## config.mk

```make
export PLATFORM = sky130hd
export DESIGN_NAME = interprocessor_mailbox_bridge
export DESIGN_NICKNAME = d
export VERILOG_FILES = /design/src/rtl/core/imb_pkg.sv /design/src/rtl/core/interprocessor_mailbox_bridge.sv
export SDC_FILE = /design/constraint.sdc
export NUM_CORES = 1
export LEC_CHECK = 0
export BUFFER_PORTS_ARGS = -buffer_cell sky130_fd_sc_hd__buf_2
export CAP_MARGIN = 30
export CORE_MARGIN = 5
export CORE_UTILIZATION = 60
export CTS_BUF_LIST = sky130_fd_sc_hd__clkbuf_4 sky130_fd_sc_hd__clkbuf_8
export DETAILED_ROUTE_END_ITERATION = 7
export PLACE_DENSITY = 0.8
export SLEW_MARGIN = 20
export SYNTH_ARGS = -nofsm -noshare
export SYNTH_HDL_FRONTEND = slang
export SYNTH_SLANG_ARGS = --single-unit
export TNS_END_PERCENT = 10
```

## constraint.sdc

```tcl
create_clock -name clk -period 3.9 [get_ports clk]
set_input_delay 0.78 -clock clk [delete_from_list [all_inputs] [get_ports clk]]
set_output_delay 0.78 -clock clk [all_outputs]
set_load 0.05 [all_outputs]
```

## src/rtl/core/imb_pkg.sv

```systemverilog
// Package for the interprocessor mailbox bridge: item structs, command codes,
// register offsets, flag positions and sizing constants. No dependencies.
package imb_pkg;

    localparam int UP_FIFO_DEPTH_DEF = 24;

    typedef enum logic [2:0] {
        CMD_HOST_RD  = 3'd0,
        CMD_HOST_WR  = 3'd1,
        CMD_PAR_RD   = 3'd2,
        CMD_PAR_WR   = 3'd3,
        CMD_RETRY    = 3'd4
    } cmd_t;

    // register offsets in the eight-register window
    localparam logic [2:0] OFF_ST1 = 3'd0;
    localparam logic [2:0] OFF_R1  = 3'd1;
    localparam logic [2:0] OFF_ST2 = 3'd2;
    localparam logic [2:0] OFF_R2  = 3'd3;
    localparam logic [2:0] OFF_ST3 = 3'd4;
    localparam logic [2:0] OFF_R3  = 3'd5;
    localparam logic [2:0] OFF_ST4 = 3'd6;
    localparam logic [2:0] OFF_R4  = 3'd7;

    localparam int FLAG_Q = 0;
    localparam int FLAG_I = 1;
    localparam int FLAG_J = 2;
    localparam int FLAG_M = 3;
    localparam int FLAG_V = 4;
    localparam int BIT_T  = 6;
    localparam int BIT_S  = 7;

    localparam logic [5:0] LOW_ONES = 6'h3F;

    typedef struct packed {
        logic [2:0] cmd;
        logic [2:0] offset;
        logic [7:0] write_data;
    } in_item_t;

    typedef struct packed {
        logic [7:0] read_data;
        logic       host_irq;
        logic       parasite_irq;
        logic       parasite_nmi;
        logic       nmi_edge;
        logic       host_stalled;
        logic       retry_done;
    } out_item_t;

endpackage

```

## src/rtl/core/interprocessor_mailbox_bridge.sv

```systemverilog
// Top level of the interprocessor mailbox bridge: whole register state, one
// access per item and the result register. Depends on imb_pkg.
//
// One item is accepted in every cycle that the result register is free or is
// being taken; its result is registered in the next cycle. All work for an
// item is a single pass through the register file: one latch or FIFO end, the
// control flags and the interrupt logic. The parasite-to-host R1 queue is a
// memory of UP_FIFO_DEPTH bytes with a synchronous read ahead of its head; a
// host read of R1 that follows a parasite write to an empty queue takes the
// byte from a bypass. Reset is immediate, no clearing pass.
module interprocessor_mailbox_bridge #(
    parameter int UP_FIFO_DEPTH = imb_pkg::UP_FIFO_DEPTH_DEF
) (
    input  logic              clk,
    input  logic              rst_n,
    input  logic              in_valid,
    output logic              in_stall,
    input  imb_pkg::in_item_t in_data,
    output logic              out_valid,
    input  logic              out_stall,
    output imb_pkg::out_item_t out_data
);

    localparam int PW = (UP_FIFO_DEPTH > 1) ? $clog2(UP_FIFO_DEPTH) : 1;
    localparam int CW = $clog2(UP_FIFO_DEPTH + 1);
    localparam logic [PW-1:0] LAST_PTR = PW'(UP_FIFO_DEPTH - 1);
    localparam logic [CW-1:0] FULL_CNT = CW'(UP_FIFO_DEPTH);

    // latch slots: 0 r1 dn, 1 r2 dn, 2 r2 up, 3 r4 dn, 4 r4 up
    logic [5:0]       flags_reg, flags_next;
    logic [7:0]       hbyte_reg, hbyte_next, pbyte_reg, pbyte_next;
    logic [7:0]       ld_reg [5];
    logic [7:0]       ld_next [5];
    logic [4:0]       lv_reg, lv_next;
    logic [7:0]       dd_reg [2];
    logic [7:0]       dd_next [2];
    logic             dh_reg, dh_next, dt_reg, dt_next, dp_reg, dp_next;
    logic [1:0]       dc_reg, dc_next;
    logic [7:0]       ud_reg [2];
    logic [7:0]       ud_next [2];
    logic             uh_reg, uh_next, ut_reg, ut_next, up_reg, up_next;
    logic [1:0]       uc_reg, uc_next;
    logic [PW-1:0]    fh_reg, fh_next, ft_reg, ft_next;
    logic [CW-1:0]    fc_reg, fc_next;
    logic             nlvl_reg, nlvl_next, nedge_reg, nedge_next;
    logic             stl_reg, stl_next;
    logic [2:0]       soff_reg, soff_next;
    logic [7:0]       sval_reg, sval_next;
    logic [7:0]       mem [UP_FIFO_DEPTH];
    logic [7:0]       head_q;
    logic             byp_reg;
    logic [7:0]       byp_data_reg;
    logic             byp_hit;
    logic             fifo_wr, fifo_rd;
    logic [PW-1:0]    rd_addr;
    logic             accept;
    imb_pkg::out_item_t res;

    assign in_stall = out_valid && out_stall;
    assign accept   = in_valid && !in_stall;

    function automatic logic [PW-1:0] incp(input logic [PW-1:0] p);
        return (p == LAST_PTR) ? '0 : p + PW'(1);
    endfunction

    always_comb
    begin
        logic [7:0] rd, wv;
        logic [2:0] off, woff;
        logic do_wr, done, blk, thr2, cond, lvl;
        flags_next = flags_reg; hbyte_next = hbyte_reg; pbyte_next = pbyte_reg;
        ld_next = ld_reg; lv_next = lv_reg;
        dd_next = dd_reg; dh_next = dh_reg; dt_next = dt_reg; dp_next = dp_reg;
        dc_next = dc_reg;
        ud_next = ud_reg; uh_next = uh_reg; ut_next = ut_reg; up_next = up_reg;
        uc_next = uc_reg;
        fh_next = fh_reg; ft_next = ft_reg; fc_next = fc_reg;
        nlvl_next = nlvl_reg; nedge_next = nedge_reg;
        stl_next = stl_reg; soff_next = soff_reg; sval_next = sval_reg;
        fifo_wr = 1'b0; fifo_rd = 1'b0;
        rd = '0; done = 1'b0; do_wr = 1'b0;
        off = in_data.offset;
        woff = off; wv = in_data.write_data;
        thr2 = flags_reg[imb_pkg::FLAG_V];
        blk = 1'b0;
        case (in_data.cmd)
            imb_pkg::CMD_HOST_RD:
            begin
                unique case (off)
                    imb_pkg::OFF_ST1: rd = {fc_reg != '0, !lv_reg[0], flags_reg};
                    imb_pkg::OFF_R1:
                    begin
                        if (fc_reg != '0)
                        begin
                            rd = byp_reg ? byp_data_reg : head_q;
                            fh_next = incp(fh_reg);
                            fc_next = fc_reg - CW'(1);
                            fifo_rd = 1'b1;
                        end
                        else
                            rd = pbyte_reg;
                    end
                    imb_pkg::OFF_ST2: rd = {lv_reg[2], !lv_reg[1], imb_pkg::LOW_ONES};
                    imb_pkg::OFF_R2:
                    begin
                        rd = ld_reg[2];
                        lv_next[2] = 1'b0;
                    end
                    imb_pkg::OFF_ST3: rd = {up_reg || (uc_reg >= (thr2 ? 2'd2 : 2'd1)), !dp_reg,
                                imb_pkg::LOW_ONES};
                    imb_pkg::OFF_R3:
                    begin
                        if (uc_reg != 2'd0)
                        begin
                            rd = ud_reg[uh_reg];
                            uh_next = !uh_reg;
                            uc_next = uc_reg - 2'd1;
                            if (uc_next == 2'd0) up_next = 1'b0;
                        end
                        else
                            rd = pbyte_reg;
                    end
                    imb_pkg::OFF_ST4: rd = {lv_reg[4], !lv_reg[3], imb_pkg::LOW_ONES};
                    default:
                    begin
                        rd = ld_reg[4];
                        lv_next[4] = 1'b0;
                    end
                endcase
            end
            imb_pkg::CMD_HOST_WR: do_wr = 1'b1;
            imb_pkg::CMD_RETRY:
            begin
                woff = soff_reg; wv = sval_reg;
                blk = (woff == imb_pkg::OFF_R1 && lv_reg[0])
                   || (woff == imb_pkg::OFF_R3 && dc_reg == 2'd2)
                   || (woff == imb_pkg::OFF_R4 && lv_reg[3]);
                if (!stl_reg)
                    done = 1'b1;
                else if (!blk)
                begin
                    stl_next = 1'b0; do_wr = 1'b1; done = 1'b1;
                end
            end
            imb_pkg::CMD_PAR_RD:
            begin
                unique case (off)
                    imb_pkg::OFF_ST1: rd = {lv_reg[0], fc_reg < FULL_CNT, flags_reg};
                    imb_pkg::OFF_R1:
                    begin
                        rd = ld_reg[0];
                        lv_next[0] = 1'b0;
                    end
                    imb_pkg::OFF_ST2: rd = {lv_reg[1], !lv_reg[2], imb_pkg::LOW_ONES};
                    imb_pkg::OFF_R2:
                    begin
                        rd = ld_reg[1];
                        lv_next[1] = 1'b0;
                    end
                    imb_pkg::OFF_ST3: rd = {dp_reg || (dc_reg >= (thr2 ? 2'd2 : 2'd1)) || !up_reg,
                                !up_reg, imb_pkg::LOW_ONES};
                    imb_pkg::OFF_R3:
                    begin
                        if (dc_reg != 2'd0)
                        begin
                            rd = dd_reg[dh_reg];
                            dh_next = !dh_reg;
                            dc_next = dc_reg - 2'd1;
                            if (dc_next == 2'd0) dp_next = 1'b0;
                        end
                        else
                            rd = hbyte_reg;
                    end
                    imb_pkg::OFF_ST4: rd = {lv_reg[3], !lv_reg[4], imb_pkg::LOW_ONES};
                    default:
                    begin
                        rd = ld_reg[3];
                        lv_next[3] = 1'b0;
                    end
                endcase
            end
            imb_pkg::CMD_PAR_WR:
            begin
                pbyte_next = wv;
                case (off)
                    imb_pkg::OFF_R1:
                        if (fc_reg < FULL_CNT)
                        begin
                            fifo_wr = 1'b1;
                            ft_next = incp(ft_reg);
                            fc_next = fc_reg + CW'(1);
                        end
                    imb_pkg::OFF_R2:
                    begin
                        ld_next[2] = wv;
                        lv_next[2] = 1'b1;
                    end
                    imb_pkg::OFF_R3:
                        if (uc_reg < 2'd2)
                        begin
                            ud_next[ut_reg] = wv;
                            ut_next = !ut_reg;
                            uc_next = uc_reg + 2'd1;
                            if (uc_next >= (thr2 ? 2'd2 : 2'd1)) up_next = 1'b1;
                        end
                    imb_pkg::OFF_R4:
                    begin
                        ld_next[4] = wv;
                        lv_next[4] = 1'b1;
                    end
                    default: ;
                endcase
            end
            default: ;
        endcase

        if (do_wr)
        begin
            hbyte_next = wv;
            blk = (woff == imb_pkg::OFF_R1 && lv_reg[0])
               || (woff == imb_pkg::OFF_R3 && dc_reg == 2'd2)
               || (woff == imb_pkg::OFF_R4 && lv_reg[3]);
            if (blk)
            begin
                stl_next = 1'b1; soff_next = woff; sval_next = wv;
            end
            else
            begin
                case (woff)
                    imb_pkg::OFF_ST1:
                    begin
                        if (wv[imb_pkg::BIT_S])
                        begin
                            if (wv[imb_pkg::BIT_T])
                            begin
                                // soft reset of all queues and latches
                                fh_next = '0; ft_next = '0; fc_next = '0;
                                for (int i = 0; i < 5; i++) ld_next[i] = '0;
                                lv_next = '0;
                                dd_next[0] = '0; dd_next[1] = '0;
                                dh_next = 1'b0; dt_next = 1'b0; dc_next = 2'd0;
                                dp_next = 1'b0;
                                ud_next[0] = '0; ud_next[1] = '0;
                                uh_next = 1'b0; ut_next = 1'b1; uc_next = 2'd1;
                                up_next = 1'b1;
                                nlvl_next = 1'b0; nedge_next = 1'b0;
                                stl_next = 1'b0; soff_next = '0; sval_next = '0;
                            end
                            flags_next = flags_reg | wv[5:0];
                        end
                        else
                            flags_next = flags_reg & ~wv[5:0];
                    end
                    imb_pkg::OFF_R1:
                    begin
                        ld_next[0] = wv;
                        lv_next[0] = 1'b1;
                    end
                    imb_pkg::OFF_R2:
                    begin
                        ld_next[1] = wv;
                        lv_next[1] = 1'b1;
                    end
                    imb_pkg::OFF_R3:
                    begin
                        dd_next[dt_reg] = wv;
                        dt_next = !dt_reg;
                        dc_next = dc_reg + 2'd1;
                        if (dc_next >= (thr2 ? 2'd2 : 2'd1)) dp_next = 1'b1;
                    end
                    imb_pkg::OFF_R4:
                    begin
                        ld_next[3] = wv;
                        lv_next[3] = 1'b1;
                    end
                    default: ;
                endcase
            end
        end

        // interrupt levels from the new state
        cond = dp_next || (dc_next >= (flags_next[imb_pkg::FLAG_V] ? 2'd2 : 2'd1))
            || !up_next;
        lvl = flags_next[imb_pkg::FLAG_M] && cond;
        if (lvl && !nlvl_next) nedge_next = 1'b1;
        if (!lvl) nedge_next = 1'b0;
        if (in_data.cmd == imb_pkg::CMD_HOST_RD || in_data.cmd == imb_pkg::CMD_HOST_WR
            || in_data.cmd == imb_pkg::CMD_PAR_RD || in_data.cmd == imb_pkg::CMD_PAR_WR
            || in_data.cmd == imb_pkg::CMD_RETRY)
            nlvl_next = lvl;
        else
        begin
            nlvl_next = nlvl_reg; nedge_next = nedge_reg;
        end

        res.read_data    = rd;
        res.host_irq     = flags_next[imb_pkg::FLAG_Q] && lv_next[4];
        res.parasite_irq = (flags_next[imb_pkg::FLAG_I] && lv_next[0])
                        || (flags_next[imb_pkg::FLAG_J] && lv_next[3]);
        res.parasite_nmi = nlvl_next;
        res.nmi_edge     = nedge_next;
        res.host_stalled = stl_next;
        res.retry_done   = done;
    end

    // queue memory: read one ahead of the head pointer
    assign rd_addr = fifo_rd ? incp(fh_reg) : fh_reg;
    assign byp_hit = fifo_wr && (ft_reg == rd_addr);

    always_ff @(posedge clk)
    begin
        if (accept && fifo_wr)
            mem[ft_reg] <= in_data.write_data;
        if (accept)
            head_q <= mem[rd_addr];
    end

    always_ff @(posedge clk or negedge rst_n)
    begin
        if (!rst_n)
        begin
            byp_reg <= 1'b0;
            byp_data_reg <= '0;
        end
        else if (accept)
        begin
            // a write landing on the next head address misses the registered read;
            // hold an earlier bypass until the head moves on
            byp_reg <= byp_hit || (byp_reg && !fifo_rd);
            byp_data_reg <= byp_hit ? in_data.write_data : byp_data_reg;
        end
    end

    always_ff @(posedge clk or negedge rst_n)
    begin
        if (!rst_n)
        begin
            flags_reg <= '0; hbyte_reg <= '0; pbyte_reg <= '0;
            for (int i = 0; i < 5; i++) ld_reg[i] <= '0;
            lv_reg <= '0;
            dd_reg[0] <= '0; dd_reg[1] <= '0;
            dh_reg <= 1'b0; dt_reg <= 1'b0; dc_reg <= 2'd0; dp_reg <= 1'b0;
            ud_reg[0] <= '0; ud_reg[1] <= '0;
            uh_reg <= 1'b0; ut_reg <= 1'b1; uc_reg <= 2'd1; up_reg <= 1'b1;
            fh_reg <= '0; ft_reg <= '0; fc_reg <= '0;
            nlvl_reg <= 1'b0; nedge_reg <= 1'b0;
            stl_reg <= 1'b0; soff_reg <= '0; sval_reg <= '0;
            out_valid <= 1'b0;
            out_data <= '0;
        end
        else
        begin
            if (accept)
            begin
                flags_reg <= flags_next; hbyte_reg <= hbyte_next; pbyte_reg <= pbyte_next;
                ld_reg <= ld_next; lv_reg <= lv_next;
                dd_reg <= dd_next; dh_reg <= dh_next; dt_reg <= dt_next;
                dc_reg <= dc_next; dp_reg <= dp_next;
                ud_reg <= ud_next; uh_reg <= uh_next; ut_reg <= ut_next;
                uc_reg <= uc_next; up_reg <= up_next;
                fh_reg <= fh_next; ft_reg <= ft_next; fc_reg <= fc_next;
                nlvl_reg <= nlvl_next; nedge_reg <= nedge_next;
                stl_reg <= stl_next; soff_reg <= soff_next; sval_reg <= sval_next;
                out_data <= res;
                out_valid <= 1'b1;
            end
            else if (!out_stall)
                out_valid <= 1'b0;
        end
    end

    // queue count never passes its depth
    assert property (@(posedge clk) disable iff (!rst_n) fc_reg <= FULL_CNT)
        else $error("up queue overflow");

    // edge flag only while the level is high
    assert property (@(posedge clk) disable iff (!rst_n) nedge_reg |-> nlvl_reg)
        else $error("nmi edge without level");

    // R3 up queue pending implies data held
    assert property (@(posedge clk) disable iff (!rst_n) up_reg |-> (uc_reg != 2'd0))
        else $error("r3 pending with empty queue");

endmodule

```

-- Word level (Yosys, flattened, before mapping)
Memories as Yosys holds them, arrays and structs flattened. A register that Yosys moved wholly into a read port is not among the register bits.
Index checks and enable logic that the tools add are counted.
- $add $sub $neg: 8
- magnitude comparators: 13
- eq/ne operators: 30
- muxes and demuxes: 208
- bitwise logic cells: 8
- reduce and logical (&&, ||, !) cells: 75
- operator list (kind ; number):
    8-bit two-way mux ; 23
    5-bit two-way mux ; 35
    16-bit two-way mux ; 10
    8-bit case mux with 7 select lines ; 2
    1-bit two-way mux ; 88
    40-bit two-way mux ; 2
    8-bit case mux with 2 select lines ; 4
    24-bit two-way mux ; 2
    2-bit two-way mux ; 19
    16-bit bitwise mux ; 2
    16-bit case mux with 2 select lines ; 1
    3-bit equality test (second input constant) ; 9
    6-bit AND reduction ; 4
    1-bit logical AND ; 18
    1-bit case mux with 2 select lines ; 9
    2-bit nonzero test ; 9
    8-bit demux with 1-bit select ; 2
    5-bit by 1-bit adder with 5-bit output (second input constant) ; 3
    3-bit by 2-bit equality test with 1-bit output (second input constant) ; 5
    1-bit logical NOT ; 15
    1-bit logical OR ; 15
    3-bit two-way mux ; 5
    3-bit by 1-bit equality test with 1-bit output (second input constant) ; 4
    3-bit by 2-bit inequality test with 1-bit output (second input constant) ; 4
    other kinds (30) ; 52
- register bits after elaboration: 159
- bits in writable memories: 192
- input port bits: 18
- output and inout port bits: 16
- word-level logic and storage cells: 380
- memories kept: 1
- memory list (memory ; words ; bits a word ; read ports ; clocked after Yosys merged registers in ; write ports ; line ; text):
    mem ; 24 ; 8 ; 1 ; 1 ; 1 ; interprocessor_mailbox_bridge.sv:49 ; logic [7:0] mem [UP_FIFO_DEPTH];

-- Logic depth before layout (Yosys ltp)
- depth in word-level cells: 17
- gate-level depth with buffers: 14
- mapped depth without buffers: 14

-- Least setup slack after synthesis
Ideal clock, no wire load.
- kind: input port to flip-flop
- from: input port in_data[11] (netlist name)
- to: register nlvl_reg
- setup time: 0.126 ns
- arrival time: 3.220 ns
- required time: 3.774 ns
- setup slack: 0.554 ns
- stages: 12
- buffers on the path: 2
- path through: nor3b_2 -> buf_4 -> mux2_2 -> a2111o_1 -> clkbuf_1 -> o31ai_1 -> ha_1 -> nand2b_1 -> a21oi_1 -> o21ai_0 -> nand3_1 -> o21ai_0
- longest elaborated chain between the ends: 13
- elaborated cells between the ends (all ways): 54
- those cells by class: order compare (1); eq/ne (7); mux (27); bitwise (3); reduce/logical (16)
- RTL lines (item ; line ; text):
    start: declaration ; interprocessor_mailbox_bridge.sv:18 ; input imb_pkg::in_item_t in_data,
    3-bit equality test ; interprocessor_mailbox_bridge.sv:86, interprocessor_mailbox_bridge.sv:289 ;
    8-bit two-way mux or 3-bit two-way mux (tied branches) ; interprocessor_mailbox_bridge.sv:86 ; case (in_data.cmd)
    6-bit inverter (tied with other cells) ; interprocessor_mailbox_bridge.sv:252 ; flags_next = flags_reg & ~wv[5:0];
    6-bit AND (tied with other cells) ; interprocessor_mailbox_bridge.sv:252 ;
    6-bit two-way mux or 1-bit logical OR (tied branches) ; interprocessor_mailbox_bridge.sv:232, interprocessor_mailbox_bridge.sv:221 ;
    5-bit two-way mux or 1-bit logical OR (tied branches) ; interprocessor_mailbox_bridge.sv:229, interprocessor_mailbox_bridge.sv:222 ;
    5-bit two-way mux ; interprocessor_mailbox_bridge.sv:223 ; if (blk)
    5-bit two-way mux ; interprocessor_mailbox_bridge.sv:217 ; if (do_wr)
    2-bit two-way mux ; interprocessor_mailbox_bridge.sv:282 ; cond = dp_next || (dc_next >= (flags_next[imb_pkg::FLAG_V] ? 2'd2 : 2'd1))
    2-bit greater-or-equal comparator ; interprocessor_mailbox_bridge.sv:282 ;
    1-bit logical OR ; interprocessor_mailbox_bridge.sv:282 ;
    1-bit logical OR ; interprocessor_mailbox_bridge.sv:283 ; || !up_next;
    1-bit logical AND ; interprocessor_mailbox_bridge.sv:284 ; lvl = flags_next[imb_pkg::FLAG_M] && cond;
    end signal: assignment ; interprocessor_mailbox_bridge.sv:362 ; nlvl_reg <= nlvl_next; nedge_reg <= nedge_next;
    end: declaration ; interprocessor_mailbox_bridge.sv:45 ; logic nlvl_reg, nlvl_next, nedge_reg, nedge_next;
Several ways; a longest one is shown, not always the timed one.
A chain may end at the register's enable or synchronous reset.

-- Worst setup path after layout
- from: register fc_reg[1]
- to: register head_q[1] (read register of mem), data pin
- longest elaborated chain between the ends: 5
- RTL lines (item ; line ; text):
    start: declaration ; interprocessor_mailbox_bridge.sv:44 ; logic [CW-1:0] fc_reg, fc_next;
    start signal: assignment ; interprocessor_mailbox_bridge.sv:361 ; fh_reg <= fh_next; ft_reg <= ft_next; fc_reg <= fc_next;
    5-bit nonzero test ; interprocessor_mailbox_bridge.sv:93 ; if (fc_reg != '0)
    1-bit two-way mux ; interprocessor_mailbox_bridge.sv:93 ;
    1-bit two-way mux ; interprocessor_mailbox_bridge.sv:89 ; unique case (off)
    1-bit two-way mux ; interprocessor_mailbox_bridge.sv:86 ;
    5-bit two-way mux ; interprocessor_mailbox_bridge.sv:307 ; assign rd_addr = fifo_rd ? incp(fh_reg) : fh_reg;
    end: declaration ; interprocessor_mailbox_bridge.sv:50 ; logic [7:0] head_q;
Every way passes these cells.

==> reports/qor.yml <==
yosys:
  synth.yosys.warnings: 0
  async_reset_ff_frac: 0.443
  yosysTopAreaCellShare: 0.355
  ys_seq_elements: 359
  mappedNetlistNets: 1476
  netlist_area_mm2: 0.0169
  synthesis.instances: 1432
  top_cells_by_area_in_the_synthesized_netlist: "edfxtp_1 36%, dfrtp_1 23%, mux2i_1 5.0%"
  postSynth.topFlopCell: "edfxtp_1"
  synth.largest_area_cell: "edfxtp_1"
  synth-edff-count: 200
  syn-mean-instance-area_um2: 11.8
  yosys.cell_types.count: 79
  ys_seq_area_frac: 0.591
layout:
  layout-area-overhead-vs-synth_pct: 12.2
  n_fill_cell: 1979
  antenna-diode-count: 0
  number_of_flip_flops_under_the_largest_register_name: 192
  fin_nets: 1546
  drive_gt1_frac: 0.192
  multiInputGateArea_mm2: 0.00643
  seqCellArea_mm2: 0.00999
timing:
  clock.fmax_mhz: 282
  final.min_clock_period_ns: 3.55
  final-setup-viol-count: 0
  setup_tns_ns: 0
  worst-slew-pin-transition_ns: 0.941
  layout_worst_path_cycle_share: 0.910
  hold_viol_final: 0
  slew_viol_final: 0
  timing.clock.skew_ns: 0.0365
  setup_repair_after_global_routing_missed_its_margin: "false"
  slew-limit-headroom: 0.368
placed_design:
  place_congestion: 0.979
  placement.io_buffers: 33
  dpl.hpwl_um: 28500
clock_network:
  cts.repair.resized: 0
  cts_inserted_buffers: 55
  post_cts.repair.setup_buffers: 0
  clock-root-buffer: "clkbuf_8"
  worst_setup_hold_path_clk_slew_ns: 0.07
  cts.hold.buffers_added: 0
  tritoncts: "built"
  worst_skew_pair.late_latency_ns: 0.61
  numClockSinks: 359
  cts.htree.levels: 2
  clock_path_buffers: 3
detailed_routing:
  dr_total_vias: 12300
  detail_route.wirelength_um: 43000
  detail_route.wl_per_cell_um: 22.4
  first_iter_violations: 1584
  detail-route-antenna-nets: 0
  detailedRoute.firstPassIterationCount: 6
  average_vias_per_placed_instance: 6.40
  drt_drc_violations_left: 0
power:
  power.share.combinational: 0.154
  leakage_nw: 7.51
  p_clk_frac: 0.366
  maximum_resistive_drop_on_vdd_uv: 365
  seq_power_share: 0.480
  power.switching_mw: 2.51
  power.density_mw_per_mm2: 483
  power_report.internal_total_mw: 6.65
  fraction_of_power_spent_switching_nets: 0.274
  totalPowerFinal_mw: 9.17
critical_path:
  timing.reg2reg.setup_slack_ns: 0.35
  worstSetupEndpointType: "flop"
  critPathBufInv: 2
  critical_path_arrival_ns: 3.90
  timing.critical_path.max_delay_family: "simple AND/OR/NAND/NOR gates"
  r2r-start: "fc_reg[1]"
  setup.worst_path.start_class: "flop"
  crit_fanout: 41
  timing.reg2reg.worst_path_depth: 9
  setup.worst_path.start: "fc_reg[1]"
  timing.critical_path.required_ns: 4.25
  startpoint_to_endpoint_class_of_the_critical_path: "flop to flop"
  timing.critical_path.to: "head_q[1]"
  crit_path_cell_trace: "inv_1 > ha_1 > or4b_1 > nand3_4 > mux2i_4 > buf_4 > mux4_2 > o22ai_1 > nor3_1"
  cp_slowest_cell: "or4b_1"
  number_of_gates_on_the_worst_path_with_buffers_counted: 9
  worstReg2RegEnd: "head_q[1]"
  critical-path-max-stage-delay_ns: 0.61
hold_path:
  min_path_type: "input pin to asynchronous set/reset pin"
global_route:
  grt_first_pass_wirelength_um: 68100
  antenna_violations_before_repair: 0
  largest_net_degree_at_the_start_of_global_routing: 68
  grt_pass1_vias: 12200
  groute.usage.overall: 0.275
  grt.overflow.total: 0
job:
  cap_viol_max_count: 0
floorplanning:
  area_of_the_die_mm2: 0.0316
  fp.dieH_um: 178
  io-pin-count: 34
  die_width_um: 178
  effective_utilization_at_floorplan: 0.609
  placementRows: 61
  placeableCoreArea_mm2: 0.0278
run_status:
  status: "complete, no violations"
## logic make-up after synthesis
kind of cell / Yosys count / share of synthesized area
xor gates and xnor gates: 6 / 0.00355
muxes: 152 / 0.0985
buffers and inverters: 120 / 0.0303
DFF: 359 / 0.591
adders and majority gates: 26 / 0.0192
AOI/OAI and AO/OA: 359 / 0.145
and+or+nand+nor: 410 / 0.113
## worst register-to-register path, cell delays in order (launching register included)
cell and delay [ns]:
dfrtp_1 0.44, inv_1 0.11, ha_1 0.26, or4b_1 0.61, nand3_4 0.23, mux2i_4 0.30, buf_4 0.45, mux4_2 0.58
o22ai_1 0.24, nor3_1 0.07
## worst min path at each step
stage / start / end / depth (start not counted)
3_3_place_gp: out_data[0] / out_data[0] / 1
6_report: rst_n / out_data[7] / 1
4_1_cts: rst_n / out_data[11] / 1
5_1_grt: rst_n / out_data[11] / 1
3_5_place_dp: out_data[0] / out_data[0] / 1
2_1_floorplan: ld_reg[31] / ld_reg[31] / 1
## cells in the mapped netlist (20+ instances only)
cell type / n
clkbuf_1: 48
o211ai_1: 20
mux2_2: 60
o2bb2ai_1: 25
buf_2: 28
nand2_1: 175
mux2i_1: 85
edfxtp_1: 200
o21ai_0: 73
a21oi_1: 75
nand3_1: 35
ha_1: 26
nor3_1: 23
nor2_1: 106
dfrtp_1: 156
a22o_1: 40
inv_1: 30
## layout make-up
class / count / share of cell area
tap: 378 / 0.0249
multi-input combinational: 953 / 0.339
timing repair buffer: 103 / 0.0394
inverter: 30 / 0.00593
clock buffer: 89 / 0.0596
sequential: 359 / 0.526
clock inverter: 10 / 0.00527
## layer usage
layer / part of all wire / up-vias / wire (um) / GRT usage
met1: 0.41 / 6086 / 17500 / 0.374
li1: - / 5482 / - / -
met2: 0.48 / 600 / 20500 / 0.445
met4: 0.048 / 0 / 2050 / 0.123
met3: 0.067 / 126 / 2900 / 0.0381
met5: 0 / - / 0 / 0
## stage by stage
step | setup slack (ns) | hold slack, ns | instances | cell area, um^2 | util
after floorplan | 0.554 | 0.451 | 1432 | 16900 | -
after global placement | 0.299 | 0.465 | 1823 | 17800 | 0.639
after detailed placement | 0.195 | 0.461 | 1823 | 17800 | 0.639
after CTS | 0.391 | 0.174 | 1922 | 19000 | 0.683
after global routing | 0.205 | 0.198 | 1922 | 19000 | 0.683
final | 0.352 | 0.165 | 1922 | 19000 | 0.683
## power by group through the flow
stage	clock network [mW]	logic, mW	registers (mW)
global route	3.58	1.54	4.42
detailed placement	0	1.40	4.46
finish	3.36	1.41	4.40
CTS	3.39	1.40	4.39
floorplan	0	0.987	4.41
global placement	0	1.35	4.46
## layout by cell type (no fill, tap or decap), types with 6 or more instances in the layout
cell type,count
o22ai_1,13
a221oi_1,9
o21ai_1,7
mux2_2,60
o21ai_0,73
edfxtp_1,200
nand4_1,9
o211ai_1,20
a32oi_1,10
buf_4,66
nor2_1,106
nand2_1,174
clkbuf_4,15
buf_2,32
dfrtp_1,156
a211oi_1,11
inv_1,30
a22o_1,40
clkinv_2,6
a31oi_1,12
nor2b_1,10
and3_1,6
a22oi_1,8
clkbuf_8,74
nor3_1,23
o31ai_1,13
ha_1,26
o22a_1,7
nand3b_1,7
o2bb2ai_1,25
a211o_1,6
a21o_1,6
nand2b_1,7
nand3_1,35
mux2i_1,85
a21oi_1,75
Power figures use the tool's default switching activity.
